**src/hdl/assert_macros.svh**
```systemverilog
// ----------------------------------------------------------------------------
// Assertion macros
// Shared concurrent assertion forms for the task queue block.
// ----------------------------------------------------------------------------
`ifndef ASSERT_MACROS_SVH
`define ASSERT_MACROS_SVH

// A condition that must hold at every clock edge outside reset.
`define ASSERT_ALWAYS(label, clk, rst, cond, msg) \
  label: assert property (@(posedge clk) disable iff (rst) (cond)) else $error(msg);

// A condition that forces another one in the next cycle.
`define ASSERT_NEXT(label, clk, rst, ante, cons, msg) \
  label: assert property (@(posedge clk) disable iff (rst) (ante) |=> (cons)) \
    else $error(msg);

`endif

```
**src/hdl/tqu_pkg.sv**
```systemverilog
`timescale 1ns / 1ps
// ----------------------------------------------------------------------------
// Task queue package
// Sizes, operation and status codes, and id helper for the task queue block.
// ----------------------------------------------------------------------------
package tqu_pkg;

  localparam int QUEUE_DEPTH   = 64;
  localparam int HISTORY_DEPTH = 16;
  localparam int ID_WIDTH      = 16;
  localparam int TAG_WIDTH     = 32;

  localparam int QADDR_W = (QUEUE_DEPTH > 1) ? $clog2(QUEUE_DEPTH) : 1;
  localparam int HADDR_W = (HISTORY_DEPTH > 1) ? $clog2(HISTORY_DEPTH) : 1;
  localparam int QCNT_W  = $clog2(QUEUE_DEPTH + 1);
  localparam int HCNT_W  = $clog2(HISTORY_DEPTH + 1);
  localparam int ENTRY_W = ID_WIDTH + TAG_WIDTH;

  typedef enum logic [1:0] {
    MODE_ADD      = 2'd0,
    MODE_RESTORE  = 2'd1,
    MODE_COMPLETE = 2'd2,
    MODE_UNDO     = 2'd3
  } mode_t;

  typedef enum logic [1:0] {
    ST_OK     = 2'd0,
    ST_QEMPTY = 2'd1,
    ST_HEMPTY = 2'd2,
    ST_QFULL  = 2'd3
  } status_t;

  // Next id after the given one; the wrap lands on 1 since 0 is never issued.
  function automatic logic [ID_WIDTH-1:0] bump_id(input logic [ID_WIDTH-1:0] id);
    logic [ID_WIDTH-1:0] n;
    n = id + ID_WIDTH'(1);
    return (n == '0) ? ID_WIDTH'(1) : n;
  endfunction

endpackage

```
**src/hdl/tqu_if.sv**
```systemverilog
`timescale 1ns / 1ps
// ----------------------------------------------------------------------------
// Task queue channels
// Request and response channels with a valid/ready transfer.
// ----------------------------------------------------------------------------
interface tqu_req_if;
  import tqu_pkg::*;

  logic                 valid;
  logic                 ready;
  logic [1:0]           mode;
  logic [ID_WIDTH-1:0]  task_id;
  logic [TAG_WIDTH-1:0] task_tag;

  modport source (output valid, mode, task_id, task_tag, input ready);
  modport sink   (input valid, mode, task_id, task_tag, output ready);
endinterface

interface tqu_rsp_if;
  import tqu_pkg::*;

  logic                 valid;
  logic                 ready;
  logic [ID_WIDTH-1:0]  result_id;
  logic [TAG_WIDTH-1:0] result_tag;
  logic [1:0]           status;
  logic [QCNT_W-1:0]    pending_count;
  logic [HCNT_W-1:0]    history_count;

  modport source (output valid, result_id, result_tag, status, pending_count,
                  history_count, input ready);
  modport sink   (input valid, result_id, result_tag, status, pending_count,
                  history_count, output ready);
endinterface

```
**src/hdl/tqu_ram.sv**
```systemverilog
`timescale 1ns / 1ps
// ----------------------------------------------------------------------------
// Generic RAM
// One write port and one read port with registered read data.
// ----------------------------------------------------------------------------
module tqu_ram #(
  parameter int WIDTH = 8,
  parameter int DEPTH = 16,
  localparam int AW = (DEPTH > 1) ? $clog2(DEPTH) : 1
) (
  input  logic             clk,
  input  logic             we,
  input  logic [AW-1:0]    waddr,
  input  logic [WIDTH-1:0] wdata,
  input  logic             re,
  input  logic [AW-1:0]    raddr,
  output logic [WIDTH-1:0] rdata
);

  logic [WIDTH-1:0] mem [DEPTH];

  // Write port.
  always_ff @(posedge clk) begin
    if (we) begin
      mem[waddr] <= wdata;
    end
  end

  // Registered read port.
  always_ff @(posedge clk) begin
    if (re) begin
      rdata <= mem[raddr];
    end
  end

endmodule

```
**src/hdl/task_queue_with_undo_stack.sv**
```systemverilog
`timescale 1ns / 1ps
// ----------------------------------------------------------------------------
// Task queue with undo stack
// FIFO of pending tasks and LIFO history of completed tasks, both in RAM.
// ----------------------------------------------------------------------------
// Add and restore write the entry at the queue tail in the cycle of the
// transfer and register the result at once. Complete and undo read the RAM
// (queue head for complete, history top for undo) in the cycle of the
// transfer; in the S_WAIT state the registered read data is written into
// the other RAM and the result is registered. One item is in work at a
// time, and a new request is taken in the same cycle as the previous result
// is transferred. Pointers and counts live in flip-flops, so the RAMs need no
// clearing pass after reset. A full history drops its oldest entry on
// complete; empty and full cases return a status code with id and tag of 0.
// ----------------------------------------------------------------------------
`include "assert_macros.svh"

module task_queue_with_undo_stack (
  input logic     clk,
  input logic     rst,
  tqu_req_if.sink req,
  tqu_rsp_if.source rsp
);
  import tqu_pkg::*;

  typedef enum logic {S_IDLE, S_WAIT} state_t;

  // Control and pointer registers.
  state_t               state, state_next;
  logic [QADDR_W-1:0]   queue_head, queue_head_next;
  logic [QADDR_W-1:0]   queue_tail, queue_tail_next;
  logic [QCNT_W-1:0]    queue_fill, queue_fill_next;
  logic [HADDR_W-1:0]   history_top, history_top_next;
  logic [HCNT_W-1:0]    history_fill, history_fill_next;
  logic [ID_WIDTH-1:0]  next_id, next_id_next;
  logic                 pend_undo, pend_undo_next;
  logic [QADDR_W-1:0]   wq_addr, wq_addr_next;
  logic [HADDR_W-1:0]   wh_addr, wh_addr_next;

  // Output register.
  logic                 out_valid, out_valid_next;
  logic [ID_WIDTH-1:0]  out_id, out_id_next;
  logic [TAG_WIDTH-1:0] out_tag, out_tag_next;
  status_t              out_status, out_status_next;
  logic [QCNT_W-1:0]    out_pcount, out_pcount_next;
  logic [HCNT_W-1:0]    out_hcount, out_hcount_next;

  // RAM ports.
  logic                 q_we, q_re, h_we, h_re;
  logic [QADDR_W-1:0]   q_waddr, q_raddr;
  logic [HADDR_W-1:0]   h_waddr, h_raddr;
  logic [ENTRY_W-1:0]   q_wdata, q_rdata, h_wdata, h_rdata;

  logic                 acc;
  logic                 q_full;
  logic [QADDR_W-1:0]   tail_inc, head_inc;
  logic [HADDR_W-1:0]   top_inc, top_dec;

  assign req.ready = (state == S_IDLE) && (!out_valid || rsp.ready);
  assign acc       = req.valid && req.ready;
  assign q_full    = (queue_fill == QCNT_W'(QUEUE_DEPTH));

  assign tail_inc = (queue_tail == QADDR_W'(QUEUE_DEPTH - 1)) ? '0 : queue_tail + QADDR_W'(1);
  assign head_inc = (queue_head == QADDR_W'(QUEUE_DEPTH - 1)) ? '0 : queue_head + QADDR_W'(1);
  assign top_inc  = (history_top == HADDR_W'(HISTORY_DEPTH - 1)) ? '0
                    : history_top + HADDR_W'(1);
  assign top_dec  = (history_top == '0) ? HADDR_W'(HISTORY_DEPTH - 1)
                    : history_top - HADDR_W'(1);

  // Operation decode, pointer update and result selection.
  always_comb begin
    state_next        = state;
    queue_head_next   = queue_head;
    queue_tail_next   = queue_tail;
    queue_fill_next   = queue_fill;
    history_top_next  = history_top;
    history_fill_next = history_fill;
    next_id_next      = next_id;
    pend_undo_next    = pend_undo;
    wq_addr_next      = wq_addr;
    wh_addr_next      = wh_addr;
    out_valid_next    = out_valid && !rsp.ready;
    out_id_next       = out_id;
    out_tag_next      = out_tag;
    out_status_next   = out_status;
    out_pcount_next   = out_pcount;
    out_hcount_next   = out_hcount;
    q_we    = 1'b0;
    q_waddr = queue_tail;
    q_wdata = {next_id, req.task_tag};
    q_re    = 1'b0;
    q_raddr = queue_head;
    h_we    = 1'b0;
    h_waddr = wh_addr;
    h_wdata = q_rdata;
    h_re    = 1'b0;
    h_raddr = top_dec;

    unique case (state)
      S_IDLE: begin
        if (acc) begin
          out_id_next     = '0;
          out_tag_next    = '0;
          out_status_next = ST_OK;
          unique case (mode_t'(req.mode))
            MODE_ADD, MODE_RESTORE: begin
              if (q_full) begin
                out_status_next = ST_QFULL;
              end else begin
                q_we            = 1'b1;
                queue_tail_next = tail_inc;
                queue_fill_next = queue_fill + QCNT_W'(1);
                out_tag_next    = req.task_tag;
                if (mode_t'(req.mode) == MODE_ADD) begin
                  out_id_next  = next_id;
                  next_id_next = bump_id(next_id);
                end else begin
                  q_wdata     = {req.task_id, req.task_tag};
                  out_id_next = req.task_id;
                  if (req.task_id >= next_id) begin
                    next_id_next = bump_id(req.task_id);
                  end
                end
              end
            end
            MODE_COMPLETE: begin
              if (queue_fill == '0) begin
                out_status_next = ST_QEMPTY;
              end else begin
                q_re             = 1'b1;
                queue_head_next  = head_inc;
                queue_fill_next  = queue_fill - QCNT_W'(1);
                wh_addr_next     = history_top;
                history_top_next = top_inc;
                if (history_fill != HCNT_W'(HISTORY_DEPTH)) begin
                  history_fill_next = history_fill + HCNT_W'(1);
                end
                pend_undo_next = 1'b0;
                state_next     = S_WAIT;
              end
            end
            MODE_UNDO: begin
              if (history_fill == '0) begin
                out_status_next = ST_HEMPTY;
              end else if (q_full) begin
                out_status_next = ST_QFULL;
              end else begin
                h_re              = 1'b1;
                history_top_next  = top_dec;
                history_fill_next = history_fill - HCNT_W'(1);
                wq_addr_next      = queue_tail;
                queue_tail_next   = tail_inc;
                queue_fill_next   = queue_fill + QCNT_W'(1);
                pend_undo_next    = 1'b1;
                state_next        = S_WAIT;
              end
            end
            default: begin
            end
          endcase
          // Results without a RAM read are ready now.
          if (state_next == S_IDLE) begin
            out_valid_next  = 1'b1;
            out_pcount_next = queue_fill_next;
            out_hcount_next = history_fill_next;
          end
        end
      end
      S_WAIT: begin
        // Move the entry read last cycle into the other RAM.
        if (pend_undo) begin
          q_we         = 1'b1;
          q_waddr      = wq_addr;
          q_wdata      = h_rdata;
          out_id_next  = h_rdata[ENTRY_W-1:TAG_WIDTH];
          out_tag_next = h_rdata[TAG_WIDTH-1:0];
        end else begin
          h_we         = 1'b1;
          out_id_next  = q_rdata[ENTRY_W-1:TAG_WIDTH];
          out_tag_next = q_rdata[TAG_WIDTH-1:0];
        end
        out_valid_next  = 1'b1;
        out_status_next = ST_OK;
        out_pcount_next = queue_fill;
        out_hcount_next = history_fill;
        state_next      = S_IDLE;
      end
      default: begin
        state_next = S_IDLE;
      end
    endcase
  end

  // State, pointers and output register.
  always_ff @(posedge clk) begin
    if (rst) begin
      state        <= S_IDLE;
      queue_head   <= '0;
      queue_tail   <= '0;
      queue_fill   <= '0;
      history_top  <= '0;
      history_fill <= '0;
      next_id      <= ID_WIDTH'(1);
      pend_undo    <= 1'b0;
      out_valid    <= 1'b0;
    end else begin
      state        <= state_next;
      queue_head   <= queue_head_next;
      queue_tail   <= queue_tail_next;
      queue_fill   <= queue_fill_next;
      history_top  <= history_top_next;
      history_fill <= history_fill_next;
      next_id      <= next_id_next;
      pend_undo    <= pend_undo_next;
      out_valid    <= out_valid_next;
    end
    wq_addr    <= wq_addr_next;
    wh_addr    <= wh_addr_next;
    out_id     <= out_id_next;
    out_tag    <= out_tag_next;
    out_status <= out_status_next;
    out_pcount <= out_pcount_next;
    out_hcount <= out_hcount_next;
  end

  assign rsp.valid         = out_valid;
  assign rsp.result_id     = out_id;
  assign rsp.result_tag    = out_tag;
  assign rsp.status        = out_status;
  assign rsp.pending_count = out_pcount;
  assign rsp.history_count = out_hcount;

  // Pending task RAM.
  tqu_ram #(
    .WIDTH (ENTRY_W),
    .DEPTH (QUEUE_DEPTH)
  ) u_queue_ram (
    .clk   (clk),
    .we    (q_we),
    .waddr (q_waddr),
    .wdata (q_wdata),
    .re    (q_re),
    .raddr (q_raddr),
    .rdata (q_rdata)
  );

  // Completed task history RAM.
  tqu_ram #(
    .WIDTH (ENTRY_W),
    .DEPTH (HISTORY_DEPTH)
  ) u_history_ram (
    .clk   (clk),
    .we    (h_we),
    .waddr (h_waddr),
    .wdata (h_wdata),
    .re    (h_re),
    .raddr (h_raddr),
    .rdata (h_rdata)
  );

  // Checks on occupancy, the moves through S_WAIT, write exclusivity and the id counter.
  `ASSERT_ALWAYS(a_queue_fill, clk, rst, queue_fill <= QCNT_W'(QUEUE_DEPTH), "queue overfill")
  `ASSERT_ALWAYS(a_hist_fill, clk, rst, history_fill <= HCNT_W'(HISTORY_DEPTH), "history overfill")
  `ASSERT_NEXT(a_wait_done, clk, rst, state == S_WAIT, state == S_IDLE && out_valid, "RAM move lost")
  `ASSERT_ALWAYS(a_single_write, clk, rst, !(q_we && h_we), "both RAMs written in one cycle")
  `ASSERT_NEXT(a_next_id_nonzero, clk, rst, 1'b1, next_id != '0, "next id reached zero")

endmodule

```
**src/flat_wrapper.sv**
```systemverilog
// flat-port wrapper written by rule: the top's interface ports become plain ports
module task_queue_with_undo_stack_flat import tqu_pkg::*;
  (clk, rst, req_valid, req_mode, req_task_id, req_task_tag, req_ready, rsp_valid, rsp_result_id, rsp_result_tag, rsp_status, rsp_pending_count, rsp_history_count, rsp_ready);
  tqu_req_if req_i ();
  tqu_rsp_if rsp_i ();
  input logic clk;
  input logic rst;
  input wire logic [$bits(req_i.valid)-1:0] req_valid;
  input wire logic [$bits(req_i.mode)-1:0] req_mode;
  input wire logic [$bits(req_i.task_id)-1:0] req_task_id;
  input wire logic [$bits(req_i.task_tag)-1:0] req_task_tag;
  output wire logic [$bits(req_i.ready)-1:0] req_ready;
  output wire logic [$bits(rsp_i.valid)-1:0] rsp_valid;
  output wire logic [$bits(rsp_i.result_id)-1:0] rsp_result_id;
  output wire logic [$bits(rsp_i.result_tag)-1:0] rsp_result_tag;
  output wire logic [$bits(rsp_i.status)-1:0] rsp_status;
  output wire logic [$bits(rsp_i.pending_count)-1:0] rsp_pending_count;
  output wire logic [$bits(rsp_i.history_count)-1:0] rsp_history_count;
  input wire logic [$bits(rsp_i.ready)-1:0] rsp_ready;
  assign req_i.valid = req_valid;
  assign req_i.mode = req_mode;
  assign req_i.task_id = req_task_id;
  assign req_i.task_tag = req_task_tag;
  assign req_ready = req_i.ready;
  assign rsp_valid = rsp_i.valid;
  assign rsp_result_id = rsp_i.result_id;
  assign rsp_result_tag = rsp_i.result_tag;
  assign rsp_status = rsp_i.status;
  assign rsp_pending_count = rsp_i.pending_count;
  assign rsp_history_count = rsp_i.history_count;
  assign rsp_i.ready = rsp_ready;
  task_queue_with_undo_stack u_core (.clk(clk), .rst(rst), .req(req_i), .rsp(rsp_i));
endmodule
```
**config.mk**
```make
export PLATFORM = sky130hd
export DESIGN_NAME = task_queue_with_undo_stack_flat
export DESIGN_NICKNAME = d
export VERILOG_FILES = /design/src/hdl/tqu_pkg.sv /design/src/hdl/tqu_if.sv /design/src/hdl/tqu_ram.sv /design/src/hdl/task_queue_with_undo_stack.sv /design/src/flat_wrapper.sv
export VERILOG_INCLUDE_DIRS = /design/src /design/src/hdl
export SDC_FILE = /design/constraint.sdc
export NUM_CORES = 2
export LEC_CHECK = 0
export BUFFER_PORTS_ARGS = -buffer_cell sky130_fd_sc_hd__buf_2
export CORE_MARGIN = 4
export CORE_UTILIZATION = 57
export DETAILED_ROUTE_END_ITERATION = 8
export PLACE_DENSITY = 0.76
export SYNTH_ARGS = -nofsm -noshare
export SYNTH_HDL_FRONTEND = slang
export SYNTH_SLANG_ARGS = --single-unit
```
**constraint.sdc**
```tcl
create_clock -name clk -period 5.1 [get_ports clk]
set_input_delay 0.765 -clock clk [delete_from_list [all_inputs] [get_ports clk]]
set_output_delay 0.765 -clock clk [all_outputs]
set_load 0.03 [all_outputs]
```
[Yosys cells after proc, flatten, opt, wreduce, memory -nomap -nowiden]
Memories as Yosys holds them, arrays and structs flattened. A register that Yosys moved wholly into a read port is not among the register bits.
Cells that the tools add are included.
Storage, ports and cells
  logic and storage cells: 155
  memory bits (writable): 3840
  input bits: 54
  register bits after elaboration: 119
  memories kept: 2
  output and inout bits: 64
Memories
  u_core.u_queue_ram.mem: words 64, width 48, rd ports 1, clocked after memory_dff 1, wr ports 1, line tqu_ram.sv:20  | logic [WIDTH-1:0] mem [DEPTH];
  u_core.u_history_ram.mem: words 16, width 48, rd ports 1, clocked after memory_dff 1, wr ports 1, line tqu_ram.sv:20
Cells by class
  bitwise gates (word level): 4
  $add $sub $neg: 10
  reductions and logical operators: 23
  eq/ne operators: 13
  order comparisons: 1
  multiplexer cells: 86
Operator list (count)
  $mux 48: 5
  $mux 16: 9
  $mux 32: 4
  $pmux 48 s2: 1
  $pmux 32 s2: 1
  $mux 6: 6
  $mux 7: 5
  $add 16x1->16 const B: 2
  $logic_not 16->1: 2
  $pmux 16 s2: 1
  $mux 5: 6
  $mux 1: 27
  $pmux 7 s3: 1
  $mux 4: 5
  $pmux 5 s2: 2
  $ge 16x16->1: 1
  $pmux 7 s2: 1
  $add 6x1->6 const B: 2
  $eq 6x6->1 const B: 2
  $pmux 6 s2: 1
  $pmux 1 s2: 5
  $reduce_and 5->1: 2
  $ne 2x2->1 const B: 4
  $pmux 4 s2: 1
  other kinds (28): 41

[Logic depth before layout (Yosys ltp)]
  depth in word-level cells: 9
  depth in mapped cells: 11
  depth with buffers taken out: 9

[By module]
Synthesis repeated with hierarchy kept, for this count alone.
Second synthesis, totals
  cell total of the unflattened synthesis: 7239
  area total of the unflattened synthesis: 156188.5 µm²
By module, submodules not included
  tqu_ram at u_core.u_queue_ram: seq. area each 93689.9 µm², times used 1, cells each 4984, area each 117640.3 µm²
  tqu_ram at u_core.u_history_ram: seq. area each 24503.5 µm², times used 1, cells each 1242, area each 30171.4 µm²
  task_queue_with_undo_stack: seq. area each 3103.0 µm², times used 1, cells each 1013, area each 8376.8 µm²

[Worst setup path before layout]
Ideal clock, no wire load.
  kind: input -> register
  from: input port rsp_ready
  to: register u_core.u_history_ram.rdata[0] (read register of u_core.u_history_ram.mem) (enable)
  library setup time: 513 ps
  stages on the path: 5
  path slack: -236 ps
  path buffers: 2
  arrival: 4823 ps
  data required time: 4587 ps
  path through: nand2b_1 -> nand3_1 -> clkbuf_1 -> clkbuf_1 -> nor3_1
Between the ends
  longest elaborated chain between the ends: 5
Ends and longest elaborated chain
  start, declared: line flat_wrapper.sv:19  | input wire logic [$bits(rsp_i.ready)-1:0] rsp_ready;
  $logic_or 1x1->1: line task_queue_with_undo_stack.sv:59  | assign req.ready = (state == S_IDLE) && (!out_valid || rsp.ready);
  $logic_and 1x1->1: line task_queue_with_undo_stack.sv:59
  $logic_and 1x1->1: line task_queue_with_undo_stack.sv:60  | assign acc = req.valid && req.ready;
  $mux 1: line task_queue_with_undo_stack.sv:101  | if (acc) begin
  $mux 1: line task_queue_with_undo_stack.sv:99  | unique case (state)
  named net u_core.h_re: line task_queue_with_undo_stack.sv:49  | logic q_we, q_re, h_we, h_re;
  end, declared: line tqu_ram.sv:17  | output logic [WIDTH-1:0] rdata
The timed path passes the listed nets, and every way through them passes these cells.
A chain may end at the register's enable or synchronous reset.

[Worst setup path in the final report]
  from: register u_core.queue_fill[0]
  to: memory u_core.u_queue_ram.mem[53][15] (netlist bit) (enable)
Between the ends
  longest elaborated chain between the ends: 7
Ends and longest elaborated chain
  start, declared: line task_queue_with_undo_stack.sv:32  | logic [QCNT_W-1:0] queue_fill, queue_fill_next;
  start signal, assigned: line task_queue_with_undo_stack.sv:210  | queue_fill <= queue_fill_next;
  $eq 7x7->1: line task_queue_with_undo_stack.sv:61  | assign q_full = (queue_fill == QCNT_W'(QUEUE_DEPTH));
  $mux 1: line task_queue_with_undo_stack.sv:107  | if (q_full) begin
  $mux 1: line task_queue_with_undo_stack.sv:105  | unique case (mode_t'(req.mode))
  $mux 1: line task_queue_with_undo_stack.sv:101
  $pmux 1 s2: line task_queue_with_undo_stack.sv:99
  $mux 1: line tqu_ram.sv:24  | if (we) begin
  $mux 1 (not written as such): line tqu_ram.sv:25  | mem[waddr] <= wdata;
  end, declared: line tqu_ram.sv:20
Every way passes these cells.

==> metrics.md <==
| Metric | Value |
|---|---|
| Clock-pin slew on the worst setup and hold paths | 60 ps |
| Synth warn | 0 |
| Final std cells w/o fill | 11,200 |
| Sink Count | 4,055 |
| Worst hold-check path type | input port to register |
| Leak Pwr | 53.5 nW |
| Status | complete, no violations |
| Final ANT Viol Nets | 0 |
| Worst clock skew | 62.7 ps |
| Setup tns final | 0 ps |
| Post-layout minimum cycle time | 4710 ps |
| CP arrival | 5240 ps |
| Largest net degree at the start of global routing | 127 |
| Hold_buf cts | 0 |
| PD cells | 400 nW/um2 |
| Rows | 192 |
| Die Y | 532 um |
| GPL Wtd Cong | 0.844 |
| Aggregate global-route resource usage | 28.1% |
| CP max FO | 31 |
| Sequential fraction of the synthesis area | 77.4% |
| First-pass GRT wire length | 577,000 um |
| Mean post-synth cell area | 22.9 um2 |
| Slew HR | 6.26% |
| Congestion Overflow GR | 0 |
| Worst slew pin tran | 1410 ps |
| Top_reg_cell synth | edfxtp_1 |
| WS Path Type | register to register |
| Pins over their slew limit | 0 |
| CTS resizes | 0 |
| Nets@finish | 7,346 |
| Hold Violations, Final | 0 |
| Period utilisation layout | 92.4% |
| Num CTS Buffers | 396 |
| CTS tree | yes |
| Unrepaired setup endpoints after global routing | false |
| Vias | 77,500 |
| Share of the synthesized area in the top cell type | 76.8% |
| Post-CTS Repair Setup Buffers | 0 |
| # placed instances | 10,500 |
| Fmax | 212 MHz |
| Clock Path Buffers | 4 |
| Cell count after synthesis | 6,838 |
| Setup crit start kind | register |
| Ys async rst share | 0% |
| Mapped Area | 157,000 um2 |
| Critical Path RT | 5630 ps |
| Most frequent cell after synthesis | edfxtp_1 |
| Peak supply drop | 0.000303 V |
| Vias in the first global route | 78,300 |
| Post-synth EDFFs | 4,008 |
| Final setup fails | 0 |
| Top cells by area, synth | edfxtp_1, mux4_2, nand2_1 |
| Mapped Nets | 6,920 |
| I/O Pins | 118 |
| Core footprint | 274,000 um2 |
| Port bufs | 117 |
| DR vias/cell | 6.93 |
| Die area | 283,000 um2 |
| Layout area overhead | 12.7% |
| Initial Util | 57.3% |
| CP endpoint kind | register |
| DR pass1 iterations | 6 |
| # H-tree levels | 5 |
| Routed Wire Length | 397,000 um |
| Share of post-route cells with drive strength above 1 | 30.8% |
| Initial antenna violation count | 44 |
| Number of synthesized register bits | 4,055 |
| Post-synth top cells | edfxtp_1, mux4_2, nand2_1 |
| Clk root buf | clkbuf_16 |
| DR WL/cell | 35.5 um |
| Max Cap Violations | 0 |
| Library cells used by synthesis | 66 |
| Clk_lat worst skew | 920 ps |
| Hpwl dp | 216,000 um |
| Synth area leader | edfxtp_1 |
| Die width | 532 um |
| Initial drt markers | 12,900 |
| Residual DRC | 0 |
[where the power goes]
| group | internal (W) | switching [W] |
|---|---|---|
| clock | 0.0166 | 0.0125 |
| combinational | 0.00157 | 0.00271 |
| sequential | 0.0371 | 0.000209 |
| total | 0.0552 | 0.0154 |
[state kept, by name, indices dropped and copies added, names as in the netlist, 2 cells and up]
signal                      flops
u_core.rsp.result_id           16
u_core.u_history_ram.rdata     48
u_core.history_top              4
u_core.rsp.result_tag          32
u_core.u_queue_ram.rdata       48
u_core.next_id                 16
u_core.u_history_ram.mem      768
u_core.wq_addr                  6
u_core.queue_tail               6
u_core.q_raddr                  6
u_core.rsp.pending_count        7
u_core.rsp.status               2
u_core.history_fill             5
u_core.u_queue_ram.mem       3072
u_core.queue_fill               7
u_core.rsp.history_count        5
u_core.h_waddr                  4
[critical path, stage by stage, from the launching register on]
cell	delay (ps)
dfxtp_1	430
inv_1	100
ha_1	250
or4b_1	340
or2_2	220
o21ai_4	70
nor2_1	550
a22o_1	560
nand2_1	160
buf_4	250
nor2_4	660
buf_4	670
[layer usage]
layer / up-vias / wire length (um) / GRT usage [%]
met4: 22 / 10300 / 6.93
li1: 29900 / - / -
met1: 40900 / 144000 / 40.5
met3: 783 / 46700 / 6.18
met5: - / 152 / 0
met2: 5904 / 195000 / 44.6
[placed cells by master (no fill, tap or decap), drive strengths merged, types with 54 or more instances in the layout]
master and count:
clkinv 167, mux2i 54, nand2 337, nor2 197, a21oi 65, edfxtp 4008, clkbuf 490, and2 54
buf 408, mux4 1200, a211oi 61
[final timing paths]
kind                                      startpoint                                        to  slack (ps)  cells past startpoint
setup reg to reg   u_core.queue_fill[0]$_SDFFE_PP0P_  u_core.u_queue_ram.mem[53][15]$_DFFE_PP_         390                     11
hold reg to reg   u_core.history_top[1]$_SDFFE_PP0P_               u_core.h_waddr[1]$_DFFE_PP_         550                      0
hold / removal                      req_task_tag[21]       u_core.rsp.result_tag[21]$_DFFE_PP_         200                      2
setup / recovery   u_core.queue_fill[0]$_SDFFE_PP0P_  u_core.u_queue_ram.mem[53][15]$_DFFE_PP_         390                     11
[logic make-up after synthesis]
logic type               synth area share [%]
AO/OA/AOI/OAI                            1.41
XOR/XNOR                                0.196
adder cells (fa/ha/maj)                 0.224
buffers and inverters                    1.11
flip-flops                               77.4
multiplexers                             17.6
AND/OR/NAND/NOR                          2.03
[stage by stage]
step | hold WS (ps) | power [W] | instance area, um2 | util (%) | setup WS [ps]
after global routing | 166 | 0.0727 | 177000 | 64.5 | 251
after CTS | 139 | 0.0708 | 177000 | 64.5 | 465
after floorplan | 403 | 0.0406 | 157000 | - | 14.7
after global placement | 537 | 0.0420 | 164000 | 59.9 | 489
final | 196 | 0.0706 | 177000 | 64.6 | 388
after detailed placement | 542 | 0.0422 | 164000 | 59.9 | 473
[final cells by class]
type,instances,area [um2]
antenna,10,25.0
clock buffer,490,10400
clock inverter,232,2300
fill,16600,97000
inverter,29,109
multi-input combinational,2374,34500
sequential,4055,121000
tap,3589,4490
timing repair buffer,408,3500
(Power assumes the default switching activity.)
